## src/trilinear_volume_resampler_macros.svh

```systemverilog
// assertion macros for the trilinear volume resampler
// included by files that carry concurrent checks; no other dependencies
`ifndef TRILINEAR_VOLUME_RESAMPLER_MACROS_SVH
`define TRILINEAR_VOLUME_RESAMPLER_MACROS_SVH
`ifndef SYNTHESIS
// property must hold at every edge outside reset
`define TVR_ASSERT(lbl, clk, rst_n, prop, msg) \
  lbl: assert property (@(posedge clk) disable iff (!rst_n) prop) else $error(msg);
// condition must never be seen outside reset
`define TVR_ASSERT_NEVER(lbl, clk, rst_n, cond, msg) \
  lbl: assert property (@(posedge clk) disable iff (!rst_n) !(cond)) else $error(msg);
`else
`define TVR_ASSERT(lbl, clk, rst_n, prop, msg)
`define TVR_ASSERT_NEVER(lbl, clk, rst_n, cond, msg)
`endif
`endif

```

## src/tvr_pkg.sv

```systemverilog
// shared types, constants and helpers of the trilinear volume resampler
// no dependencies
`default_nettype none

package tvr_pkg;

  localparam int ADDR_W      = 18;           // volume store address
  localparam int STORE_DEPTH = 262144;
  localparam int VOX_W       = 8;
  localparam int REG_W       = 21;           // signed q12.8 registers
  localparam int IDX_W       = 8;            // output grid index
  localparam int POS_W       = 30;           // origin + step * index, q.8
  localparam int FLR_W       = 23;           // floor plus one, signed
  localparam int CRD_W       = 10;           // clamped voxel coordinate
  localparam int DIM_W       = 11;           // dimension up to 1024
  localparam int WGT_W       = 9;            // axis weight, 0..256
  localparam int WXY_W       = 17;           // product of two axis weights
  localparam int W3_W        = 25;           // product of three axis weights
  localparam int ACC_W       = 32;
  localparam int PADDR_W     = 5;
  localparam int PDATA_W     = 32;

  typedef enum logic [2:0] {
    REG_ORIGIN_X = 3'd0,
    REG_ORIGIN_Y = 3'd1,
    REG_ORIGIN_Z = 3'd2,
    REG_STEP_X   = 3'd3,
    REG_STEP_Y   = 3'd4,
    REG_STEP_Z   = 3'd5
  } cfg_reg_e;

  typedef struct packed {
    logic pos_en;   // latch position at request accept
    logic clp_en;   // split and clamp
    logic trm_en;   // form address terms
  } axis_ctl_t;

  typedef struct packed {
    logic [ADDR_W-1:0] term_lo;
    logic [ADDR_W-1:0] term_hi;
    logic [WGT_W-1:0]  w_lo;
    logic [WGT_W-1:0]  w_hi;
  } axis_out_t;

  // clamp a signed corner coordinate to [0, dim-1]
  function automatic logic [CRD_W-1:0] clamp_coord(input logic signed [FLR_W-1:0] v,
                                                   input logic [DIM_W-1:0] dim);
    logic signed [FLR_W-1:0] dim_s;
    logic [CRD_W-1:0]        res;
    dim_s = $signed({{(FLR_W-DIM_W){1'b0}}, dim});
    if (v <= 0) begin
      res = '0;
    end else if (v >= dim_s) begin
      res = CRD_W'(dim - DIM_W'(1));
    end else begin
      res = v[CRD_W-1:0];
    end
    return res;
  endfunction

endpackage

`default_nettype wire

```

## src/tvr_axis.sv

```systemverilog
// one axis of the sample position: position, floor/fraction split, clamp, address terms
// depends on tvr_pkg
`default_nettype none

module tvr_axis
  import tvr_pkg::*;
#(
  parameter int DIM    = 64,
  parameter int STRIDE = 1
) (
  input  logic                    clk_i,
  input  axis_ctl_t               ctl_i,
  input  logic signed [REG_W-1:0] org_i,
  input  logic signed [REG_W-1:0] step_i,
  input  logic [IDX_W-1:0]        idx_i,
  output axis_out_t               axis_o
);

  localparam logic [DIM_W-1:0]  DIM_C    = DIM_W'(DIM);
  localparam logic [ADDR_W-1:0] STRIDE_C = ADDR_W'(STRIDE);

  logic signed [POS_W-1:0] pos_d, pos_q;
  logic signed [FLR_W-1:0] flo, fhi;
  logic [CRD_W-1:0]        crd_lo_q, crd_hi_q;
  logic [WGT_W-1:0]        w_lo_q, w_hi_q;
  logic [ADDR_W-1:0]       term_lo_q, term_hi_q;

  assign pos_d = POS_W'(step_i) * POS_W'($signed({1'b0, idx_i})) + POS_W'(org_i);

  // arithmetic shift keeps floor toward minus infinity
  assign flo = FLR_W'($signed(pos_q[POS_W-1:8]));
  assign fhi = flo + FLR_W'(1);

  always_ff @(posedge clk_i) begin
    if (ctl_i.pos_en) begin
      pos_q <= pos_d;
    end
    if (ctl_i.clp_en) begin
      crd_lo_q <= clamp_coord(flo, DIM_C);
      crd_hi_q <= clamp_coord(fhi, DIM_C);
      w_lo_q   <= WGT_W'(9'd256 - {1'b0, pos_q[7:0]});
      w_hi_q   <= {1'b0, pos_q[7:0]};
    end
    if (ctl_i.trm_en) begin
      // product wraps modulo the store depth
      term_lo_q <= ADDR_W'(ADDR_W'(crd_lo_q) * STRIDE_C);
      term_hi_q <= ADDR_W'(ADDR_W'(crd_hi_q) * STRIDE_C);
    end
  end

  assign axis_o.term_lo = term_lo_q;
  assign axis_o.term_hi = term_hi_q;
  assign axis_o.w_lo    = w_lo_q;
  assign axis_o.w_hi    = w_hi_q;

endmodule

`default_nettype wire

```

## config.mk

```make
export PLATFORM = sky130hd
export DESIGN_NAME = tvr_axis
export DESIGN_NICKNAME = d
export VERILOG_FILES = /design/src/trilinear_volume_resampler_macros.svh /design/src/tvr_pkg.sv /design/src/tvr_axis.sv
export SDC_FILE = /design/constraint.sdc
export NUM_CORES = 1
export LEC_CHECK = 0
export BUFFER_PORTS_ARGS = -buffer_cell sky130_fd_sc_hd__clkbuf_2
export CAP_MARGIN = 20
export CELL_PAD_IN_SITES_DETAIL_PLACEMENT = 0
export CELL_PAD_IN_SITES_GLOBAL_PLACEMENT = 1
export CORE_AREA = 3 3 245 127
export CTS_BUF_LIST = sky130_fd_sc_hd__clkbuf_8
export DETAILED_ROUTE_END_ITERATION = 6
export DIE_AREA = 0 0 248 130
export GPL_TIMING_DRIVEN = 0
export PLACE_DENSITY = 0.75
export SYNTH_ARGS = -nofsm -noshare
export SYNTH_HDL_FRONTEND = slang
export SYNTH_SLANG_ARGS = --single-unit
```

## constraint.sdc

```tcl
create_clock -name clk_i -period 5.6 [get_ports clk_i]
set_input_delay 0.84 -clock clk_i [delete_from_list [all_inputs] [get_ports clk_i]]
set_output_delay 0.84 -clock clk_i [all_outputs]
set_load 0.02 [all_outputs]
```

# Word level (Yosys, flattened, before mapping)
# Cells that the tools add are included.
[op_classes]
reduce_logical = 2
magnitude_cmp = 4
mul = 1
n_addsub = 3
mux = 2
[op_table]
columns = ["op", "count"]
rows = [
  ["30-bit by 21-bit adder with 30-bit output", 1],
  ["21-bit by 9-bit multiplier with 30-bit output", 1],
  ["22-bit by 2-bit adder with 23-bit output (second input constant)", 1],
  ["23-bit by 8-bit greater-or-equal comparator with 1-bit output (second input constant)", 1],
  ["23-bit by 1-bit less-or-equal comparator with 1-bit output (second input constant)", 1],
  ["22-bit by 8-bit greater-or-equal comparator with 1-bit output (second input constant)", 1],
  ["22-bit by 1-bit less-or-equal comparator with 1-bit output (second input constant)", 1],
  ["6-bit two-way mux", 2],
  ["9-bit by 8-bit subtractor with 9-bit output (first input constant)", 1],
  ["2-bit OR reduction", 2],
]
[word_totals]
reg_bits = 87
elab_cells = 21
input_bits = 54

# Depth between registers and ports, before layout
# Gate-level depths: netlist (run 1).
[logic_depth]
ltp_word = 3
ltp_mapped = 21
ltp_nobuf = 20

# Worst setup path before layout (run 1)
# OpenSTA, ideal clock, no wires.
[synth_path]
path_kind = "input-to-reg"
from = "input idx_i[2]"
to = "register pos_q[16], data pin"
stages = 19
t_arrival_ns = 5.653
setup_time_ns = 0.261
slack_ns = -0.314
t_required_ns = 5.339
path_cell_list = "clkbuf_1 nand2_1 fa_1 inv_1 fa_1 inv_1 fa_1 inv_1 fa_1 fa_1 ha_1 a2111oi_0 o21a_1 o31ai_1 a21oi_2 nor2b_1 o21a_1 o41a_1 xor2_1"
[synth_via]
elab_chain_len = 2
[synth_rtl]
columns = ["element", "line_no", "rtl"]
rows = [
  ["from (decl)", "tvr_axis.sv:15", "input logic [IDX_W-1:0] idx_i,"],
  ["21-bit by 9-bit multiplier with 30-bit output", "tvr_axis.sv:28", "assign pos_d = POS_W'(step_i) * POS_W'($signed({1'b0, idx_i})) + POS_W'(org_i);"],
  ["30-bit by 21-bit adder with 30-bit output", "tvr_axis.sv:28", ""],
  ["net pos_d[16]", "tvr_axis.sv:22", "logic signed [POS_W-1:0] pos_d, pos_q;"],
  ["to (signal assigned)", "tvr_axis.sv:36", "pos_q <= pos_d;"],
  ["to (decl)", "tvr_axis.sv:22", ""],
]
# The timed path passes the listed nets, and every way through them passes these cells.
# A chain may end at the register's enable or synchronous reset.

# Final worst setup path (run 1)
[layout_path]
from = "input idx_i[2]"
to = "register pos_q[25], data pin"
# Same word-level chain as after synthesis.

==> results of run 1 <==
-- sequential cells by signal, indices dropped and copies added (netlist names) --
name,cells
term_lo_q,10
w_lo_q,9
crd_lo_q,10
pos_q,30
crd_hi_q,10
w_hi_q,7
term_hi_q,10
-- power breakdown --
part | total (W) | internal (W) | switching (W)
combinational | 0.00607 | 0.00281 | 0.00326
clock | 0.000392 | 0.000166 | 0.000226
sequential | 0.00137 | 0.00121 | 0.000159
-- layer usage --
metal,vias up,part of all wire,wire length [um],GRT usage
li1,3344,-,-,-
met1,3366,0.49,10800,0.204
met2,134,0.45,10100,0.225
met3,31,0.041,914,0.0214
met4,2,0.019,418,0.0329
met5,-,0.00032,7,0
-- stage by stage --
step | hold slack (ps) | cells | total power [W] | cell area [sq um] | setup slack, ps
2_1_floorplan | 400 | 991 | 0.00554 | 10300 | -18.8
3_3_place_gp | 402 | 1472 | 0.00665 | 11200 | -686
3_5_place_dp | 405 | 1472 | 0.00670 | 11200 | -710
4_1_cts | 420 | 1496 | 0.00740 | 11600 | 1.92
5_1_grt | 422 | 1508 | 0.00870 | 12000 | -33.5
6_report | 416 | 1508 | 0.00783 | 12000 | 65.5
-- repair_timing --
item | in CTS | in global routing
buffers inserted | 8 | 10
gates cloned | 0 | 3
hold buffers | 0 | 0
gates resized for setup | 39 | 93
pin swaps | 16 | 50
endpoints found under the setup margin | 11 | 12
-- synth_stat cells, types with 2 or more instances --
cell type and n:
inv_1 185, fa_1 157, nand2_1 100, and2_1 97
edfxtp_1 86, ha_1 70, xnor2_1 31, a21oi_1 25
nor2_1 21, buf_4 18, clkbuf_1 18, a21o_1 15
nor3_1 14, xor2_1 14, nand3_1 13, o21ai_0 13
and3_1 11, o21a_1 7, a31oi_1 6, a41oi_1 6
nor4_1 6, o21bai_1 5, nand2b_1 4, nor2b_1 4
o31ai_1 3, a2111oi_0 2, a211o_1 2, a211oi_1 2
a211oi_2 2, a21oi_2 2, a31o_2 2, o21ai_1 2
-- cell usage in the layout, fill, tap and decap left out, types with 5 or more instances in the layout --
master,synthesis,routed
nor2_1,21,20
conb_1,1,25
buf_6,0,5
o21ai_0,13,13
nor4_1,6,6
a21oi_1,25,22
nand2_1,100,92
clkbuf_2,0,82
inv_1,185,179
ha_2,0,7
a21o_1,15,15
o21bai_1,5,5
edfxtp_1,86,86
a41oi_1,6,6
fa_2,0,6
clkbuf_4,0,5
buf_4,18,36
fa_1,157,151
and2_1,97,92
nand3_1,13,12
ha_1,70,52
buf_8,0,9
clkbuf_8,0,9
xnor2_1,31,30
inv_2,0,6
and2_4,0,5
o21a_1,7,6
a31oi_1,6,6
nor3_1,14,13
ha_4,0,11
xor2_1,14,13
and3_1,11,11
-- cell type report --
class | count | area (sq um) | area share
Buffer | 35 | 353 | 0.0293
Clock buffer | 9 | 124 | 0.0103
Clock inverter | 7 | 53.8 | 0.00447
Inverter | 185 | 694 | 0.0577
Multi-Input combinational cell | 684 | 7060 | 0.587
Sequential cell | 86 | 2580 | 0.215
Tap cell | 391 | 489 | 0.0407
Timing Repair Buffer | 111 | 676 | 0.0562
-- worst max-delay path: cells and delay by family --
kind / cells / cell delay, ps
adder cells (fa/ha/maj): 6 / 2690
AO/OA/AOI/OAI: 5 / 990
buffers and inverters: 4 / 390
XOR/XNOR: 1 / 100
AND/OR/NAND/NOR: 3 / 640
-- kinds of logic after synthesis --
| kind of cell | Yosys count | share of synthesized area |
|---|---|---|
| buffers and inverters | 221 | 0.0888 |
| XOR/XNOR | 45 | 0.0390 |
| adder cells (fa/ha/maj) | 227 | 0.398 |
| other | 1 | 0.000371 |
| AND/OR/NAND/NOR | 280 | 0.143 |
| flip-flops | 86 | 0.256 |
| multiplexers | 1 | 0.00111 |
| AO/OA/AOI/OAI | 106 | 0.0738 |
-- worst max-delay path by stage --
stage,slack (ps),end,depth (start not counted)
6_report,70,pos_q[25]$_DFFE_PP_,19
5_1_grt,-30,pos_q[16]$_DFFE_PP_,20
4_1_cts,2,pos_q[29]$_DFFE_PP_,20
3_5_place_dp,-710,pos_q[29]$_DFFE_PP_,20
3_3_place_gp,-690,pos_q[29]$_DFFE_PP_,20
2_1_floorplan,-20,pos_q[16]$_DFFE_PP_,19
==> impl_metrics.ini, run 1 <==
[outcome]
status = complete, no violations

[synth]
synth_top_area_cell = fa_1
seq_area_frac_synth = 0.256
synth-async-reset-ratio = 0
netlist_instances = 967
synth_seq_cells = 86
synth_top_cell_area_share = 0.311
synth_edf_count = 86
synth_ff_type = edfxtp_1
synth_area_per_cell_sq_um = 10.4
ys.warnings.count = 0
netlist_area_sq_um = 10100
synth_area_leaders = fa_1 (31%), edfxtp_1 (26%), ha_1 (8.7%)
synth.distinct_cells = 56

[cts]
cts_root_buffer = clkbuf_8
htree_levels = 3
insertion_delay_ps = 350
cts_sinks = 86
numCtsBuffers = 9
path_clk_slew_ps = 90
cts_tree = done
cts_max_path_buffers = 2

[setup_path]
crit_start = idx_i[2]
critPathKind = input pin to flip-flop
slowest_stage = fa_1
slowest_delay_ps = 580
r2r_end = crd_hi_q[4]$_SDFFCE_PP0P_
worstPathRequired_ps = 5700
cp.arrival_ps = 5640
worstPathMaxFanout = 8
path_cells = buf_6 -> clkbuf_16 -> buf_4 -> nand2_1 -> fa_1 -> inv_1 -> fa_1 -> ha_1 -> fa_1 -> fa_1 -> ha_4 -> or3_4 -> a21oi_4 -> o31ai_4 -> a211oi_2 -> o21ai_2 -> nor2b_4 -> a221oi_2 -> xnor2_1
start_kind = input pin
regToRegSetupSlack_ps = 2890
rr_worst_depth = 8
cpMostUsedCell = fa_1
regToRegStartpoint = pos_q[8]$_DFFE_PP_
end_kind = flip-flop

[global_routing]
antenna_found_initial = 1
grt_pass1_vias = 6982
grt_pass1_wl_um = 36300
grtUsageTotal = 0.141
gr-total-overflow = 0
grt_max_degree = 37

[worst_hold_path]
hold_path_startpoint = crd_hi_q[6]$_SDFFCE_PP0P_
hp-class = flip-flop to flip-flop
holdPathStages = 0
hold_path_end = term_hi_q[6]$_DFFE_PP_

[die]
ios = 108
start_util = 0.349
rows = 44
die-area_sq_um = 32200
core_region_area_sq_um = 28900
die_height_um = 130
die_x_um = 248

[final_layout]
fin_util = 0.416
fillers = 2823
antenna_cells = 0
final_nets = 1393
syn2layout_area_growth_pct = 19.1
layout-drive-gt1-share = 0.210

[drt]
antenna_left = 0
wl_per_cell_um = 14.7
drt_iter0_drc = 345
dr_total_vias = 6877
drc = 0
firstDrtPassIters = 5
vias_per_cell = 4.56
wl_um = 22200

[power_and_ir_drop]
ir_worst_vdd_mv = 0.341
p_leak_nw = 5.66
p_per_area_nw_per_um2 = 651

[flow_run]
max_cap_viol_count = 0

[placed_design]
dp_hpwl_um = 18000
portBuffers = 90
routabilityCongestion = 0.883

[sta]
tns_ps = 0
tightest_slew_ps = 890
skew_ps = 7.88
setup_viol = 0
final_hold_viol_count = 0
fin_crit_sh = 0.988
finalMaxSlewViolations = 0
period_needed_ps = 5530
max_freq_mhz = 181
rsz0062_at_grt = true
slew_headroom = 0.407
Power figures use the tool's default switching activity.
==> inputs of run 2 (changes only) <==
PLACE_DENSITY = 0.72   (was 0.75)
clock period = 6.87 ns   (was 5.6 ns; I/O delays follow)
==> run 2 against run 1 <==
Wire length shrank 0.53%. Sequential share of layout area up 1.3 points. Clock skew grew 3.8 ps. Setup slack better by 230 ps. Final cell count down 1.3%. Core utilization down 2.4 points. Highest routed layer unchanged. Worst hold slack improved by 7.7 ps.
==> impl_metrics.ini, run 2 (synthesis gave the netlist of run 1 again) <==
[global_routing]
grtUsageTotal = 0.142
grt_pass1_wl_um = 36400
grt_pass1_vias = 7080
grt_max_degree = 37
antenna_found_initial = 1
gr-total-overflow = 0

[sta]
tns_ps = 0
fin_crit_sh = 0.957
period_needed_ps = 6580
finalMaxSlewViolations = 0
rsz0062_at_grt = false
setup_viol = 0
whs_ps = 423
max_freq_mhz = 152
final_hold_viol_count = 0
skew_ps = 11.6
slew_headroom = 0.406
tightest_slew_ps = 891

[flow_run]
max_cap_viol_count = 0

[cts]
numCtsBuffers = 9
insertion_delay_ps = 360
cts_root_buffer = clkbuf_8
htree_levels = 3
cts_max_path_buffers = 2
hold_buffers = 0
postCtsSetupBuffers = 0
path_clk_slew_ps = 80
cts_sinks = 86
postCtsResizedCells = 0
cts_tree = done

[worst_hold_path]
hp-class = flip-flop to flip-flop

[drt]
vias_per_cell = 4.55
dr_total_vias = 6764
firstDrtPassIters = 5
drt_iter0_drc = 312
drc = 0
antenna_left = 0
wl_per_cell_um = 14.8
wl_um = 22100

[die]
rows = 44
die_x_um = 248
die_height_um = 130
core_region_area_sq_um = 28900
start_util = 0.349
die-area_sq_um = 32200
ios = 108

[setup_path]
end_kind = flip-flop
worstPathRequired_ps = 6950
start_kind = input pin
cp.arrival_ps = 6660
worstPathMaxFanout = 10
critPathKind = input pin to flip-flop

[final_layout]
syn2layout_area_growth_pct = 12.4
mostFrequentLayoutCell = inv_1
layout-drive-gt1-share = 0.127
largest_register_ff_count = 30
fillers = 2837
regMostFlops = pos_q
multi_input_area_sq_um = 6710
final_cell_mix = inv_1 (185), fa_1 (157), nand2_1 (100)
antenna_cells = 0
final_nets = 1373
regArea_sq_um = 2580
final_cells = 1488

[power_and_ir_drop]
clock_power_share = 0.066
p_sw_w = 0.00272
ir_worst_vdd_mv = 0.225
p_leak_nw = 5.43
intPower_w = 0.00302
power_frac_seq = 0.194
pwr-share-comb = 0.739
switching_share = 0.473
p_per_area_nw_per_um2 = 505

[placed_design]
dp_cells = 1472
routabilityCongestion = 0.872
portBuffers = 90
dp_hpwl_um = 18600

[outcome]
status = complete, no violations
==> run 2: routing by layer <==
metal	part of all wire	wire length, um	GRT usage	up-vias
met5	0.00059	13	0	-
met4	0.0083	184	0.0274	2
met2	0.45	9990	0.228	130
met3	0.047	1040	0.0228	16
li1	-	-	-	3305
met1	0.49	10800	0.207	3311
==> run 2: metrics by stage <==
step	power [W]	util	area (sq um)	worst slack, ps
2_1_floorplan	0.00440	-	10200	766
3_3_place_gp	0.00532	0.385	11100	-9.48
3_5_place_dp	0.00537	0.385	11100	-92.4
4_1_cts	0.00578	0.393	11300	277
5_1_grt	0.00641	0.393	11300	11.7
6_report	0.00574	0.393	11300	293
==> run 2: path summary, 6_finish.rpt <==
check / from / cells after the start / end / slack [ps]
max reg2reg: pos_q[8]$_DFFE_PP_ / 8 / crd_hi_q[4]$_SDFFCE_PP0P_ / 4200
min: crd_hi_q[7]$_SDFFCE_PP0P_ / 0 / term_hi_q[7]$_DFFE_PP_ / 420
max: idx_i[0] / 20 / pos_q[29]$_DFFE_PP_ / 290
min reg2reg: crd_hi_q[7]$_SDFFCE_PP0P_ / 0 / term_hi_q[7]$_DFFE_PP_ / 420
==> run 2: power groups by stage <==
stage | Sequential, W | Combinational (W) | Clock (W)
after floorplan | 0.00113 | 0.00327 | 0
after global placement | 0.00112 | 0.00420 | 0
after detailed placement | 0.00113 | 0.00424 | 0
after CTS | 0.00112 | 0.00427 | 0.000394
after global routing | 0.00114 | 0.00485 | 0.000420
final | 0.00112 | 0.00424 | 0.000381
==> run 2: layout make-up <==
cell class | instances | share of cell area
inverter | 185 | 0.0612
clock buffer | 9 | 0.0109
sequential | 86 | 0.228
multi-input combinational | 684 | 0.591
clock inverter | 7 | 0.00838
buffer | 36 | 0.0179
tap | 391 | 0.0431
timing repair buffer | 90 | 0.0397
==> run 2: critical path: stages <==
cell and delay (ps):
clkbuf_2 90, clkbuf_1 520, nand2_1 170, fa_1 540, inv_1 60, fa_1 520
fa_1 450, fa_1 610, inv_1 80, fa_1 500, inv_1 50, ha_1 350
and2_1 200, nand2_1 100, o31ai_1 360, a211oi_2 140, o21ai_1 190, nor2b_2 330
a41oi_2 170, xnor2_1 190
==> inputs of run 3 (changes only) <==
CORE_AREA = 3 3 200 104   (was 3 3 245 127)
DIE_AREA = 0 0 203 107   (was 0 0 248 130)
PLACE_DENSITY = 0.95   (was 0.72)
==> run 3 against run 2 <==
Sequential cell count unchanged. Combinational power decreased by 0.9%. Critical path type unchanged. Highest routed layer is now met4. Register-to-register slack worse by 70 ps. Clock skew decreased by 4.7 ps. Global-route usage rose by 5.7 points. Die area down 33%. Final cell count decreased by 8.4%. Design area down 1.5%. Wire length is 6.3% lower.
==> impl_metrics.ini, run 3 (synthesis gave the netlist of run 1 again) <==
[outcome]
status = complete, no violations

[die]
ios = 108
core_region_area_sq_um = 19200
die_x_um = 203
rows = 36
die_height_um = 107
start_util = 0.525
die-area_sq_um = 21700

[worst_hold_path]
hold_path_startpoint = crd_lo_q[8]$_SDFFCE_PP0P_
hp-class = flip-flop to flip-flop

[final_layout]
layout-drive-gt1-share = 0.128
fillers = 1652
regMostFlops = pos_q
stdcell_area_sq_um = 11200
syn2layout_area_growth_pct = 10.7
regArea_sq_um = 2580
antenna_cells = 0
final_nets = 1373
multi_input_area_sq_um = 6710
mostFrequentLayoutCell = inv_1
largest_register_ff_count = 30
final_cell_mix = inv_1 (185), fa_1 (157), nand2_1 (100)

[sta]
tightest_slew_ps = 870
setup_viol = 0
whs_ps = 422
tns_ps = 0
fin_crit_sh = 0.962
max_freq_mhz = 151
rsz0062_at_grt = false
skew_ps = 6.91
period_needed_ps = 6610
final_hold_viol_count = 0
setup_ws_ps = 263
finalMaxSlewViolations = 0
slew_headroom = 0.420

[setup_path]
cp.arrival_ps = 6700
worstPathRequired_ps = 6960
start_kind = input pin
end_kind = flip-flop
worstPathMaxFanout = 10
critPathKind = input pin to flip-flop
crit_start = idx_i[4]
regToRegStartpoint = pos_q[9]$_DFFE_PP_

[power_and_ir_drop]
power_w = 0.00567
p_leak_nw = 5.42
ir_worst_vdd_mv = 0.275
p_per_area_nw_per_um2 = 507

[placed_design]
placed_cell_area_sq_um = 11000
dp_slack_ps = 4.48
routabilityCongestion = 0.879
dp_hpwl_um = 17700
portBuffers = 90

[drt]
wl_per_cell_um = 15.2
wl_um = 20700
antenna_left = 0
dr_total_vias = 6918
vias_per_cell = 5.08
drc = 0
firstDrtPassIters = 5
drt_iter0_drc = 558

[cts]
insertion_delay_ps = 350
cts_root_buffer = clkbuf_8
postCtsSetupBuffers = 0
numCtsBuffers = 9
cts_tree = done
cts_sinks = 86
htree_levels = 3
path_clk_slew_ps = 80
cts_max_path_buffers = 2

[flow_run]
max_cap_viol_count = 0

[global_routing]
grt_pass1_vias = 7140
grt_pass1_wl_um = 34900
grt_max_degree = 37
grtUsageTotal = 0.200
antenna_found_initial = 0
gr-total-overflow = 0
run 3: cell count changes in the layout (fill, tap and decap cells not counted):
cell	delta
clkinv_4	+2
a2111oi_0	-1
a2111oi_1	+1
bufinv_16	-1
clkinv_1	-1
inv_6	-1
inv_8	+1
run 3: layout make-up:
type | count | share of cell area
Clock buffer | 9 | 0.0111
Timing Repair Buffer | 90 | 0.0403
Tap cell | 266 | 0.0298
Sequential cell | 86 | 0.231
Buffer | 36 | 0.0181
Inverter | 185 | 0.0621
Multi-Input combinational cell | 684 | 0.600
Clock inverter | 7 | 0.00727
run 3: critical path: stages:
cell and delay [ps]:
clkbuf_2 100, clkbuf_1 510, nand2_1 150, fa_1 540
inv_1 50, fa_1 470, fa_1 520, fa_1 570
inv_1 80, fa_1 500, inv_1 40, ha_1 350
and2_1 200, nand2_1 110, o31ai_1 470, a211oi_2 140
o21ai_1 190, nor2b_2 330, a41oi_2 160, xnor2_1 170
run 3: final timing paths:
kind / endpoint / slack, ps / depth (start not counted)
max: pos_q[29]$_DFFE_PP_ / 260 / 20
min: term_lo_q[8]$_DFFE_PP_ / 420 / 0
max reg2reg: crd_hi_q[0]$_SDFFCE_PP0P_ / 4130 / 8
min reg2reg: term_lo_q[8]$_DFFE_PP_ / 420 / 0
run 3: metal layers:
metal  track usage  share of wire  vias up
met1         0.290           0.49     3388
met5             0              0        -
met2         0.320           0.44      200
met3        0.0315          0.055       28
met4        0.0454          0.015        0
li1              -              -     3302
run 3: where the power goes:
| part | switching, W | internal (W) |
|---|---|---|
| Combinational | 0.00238 | 0.00182 |
| Clock | 0.000177 | 0.000173 |
| Sequential | 0.000128 | 0.000986 |
| Total | 0.00269 | 0.00298 |
run 3: timing repair:
action                     CTS  global route
resized for setup            0             1
hold endpoints to repair     0             0
hold buffers                 0             0
setup endpoints to repair    0             1
run 3: metrics by stage:
stage	util	instances
after floorplan	-	991
after global placement	0.571	1347
after detailed placement	0.571	1347
after CTS	0.581	1363
after global routing	0.581	1363
final	0.581	1363
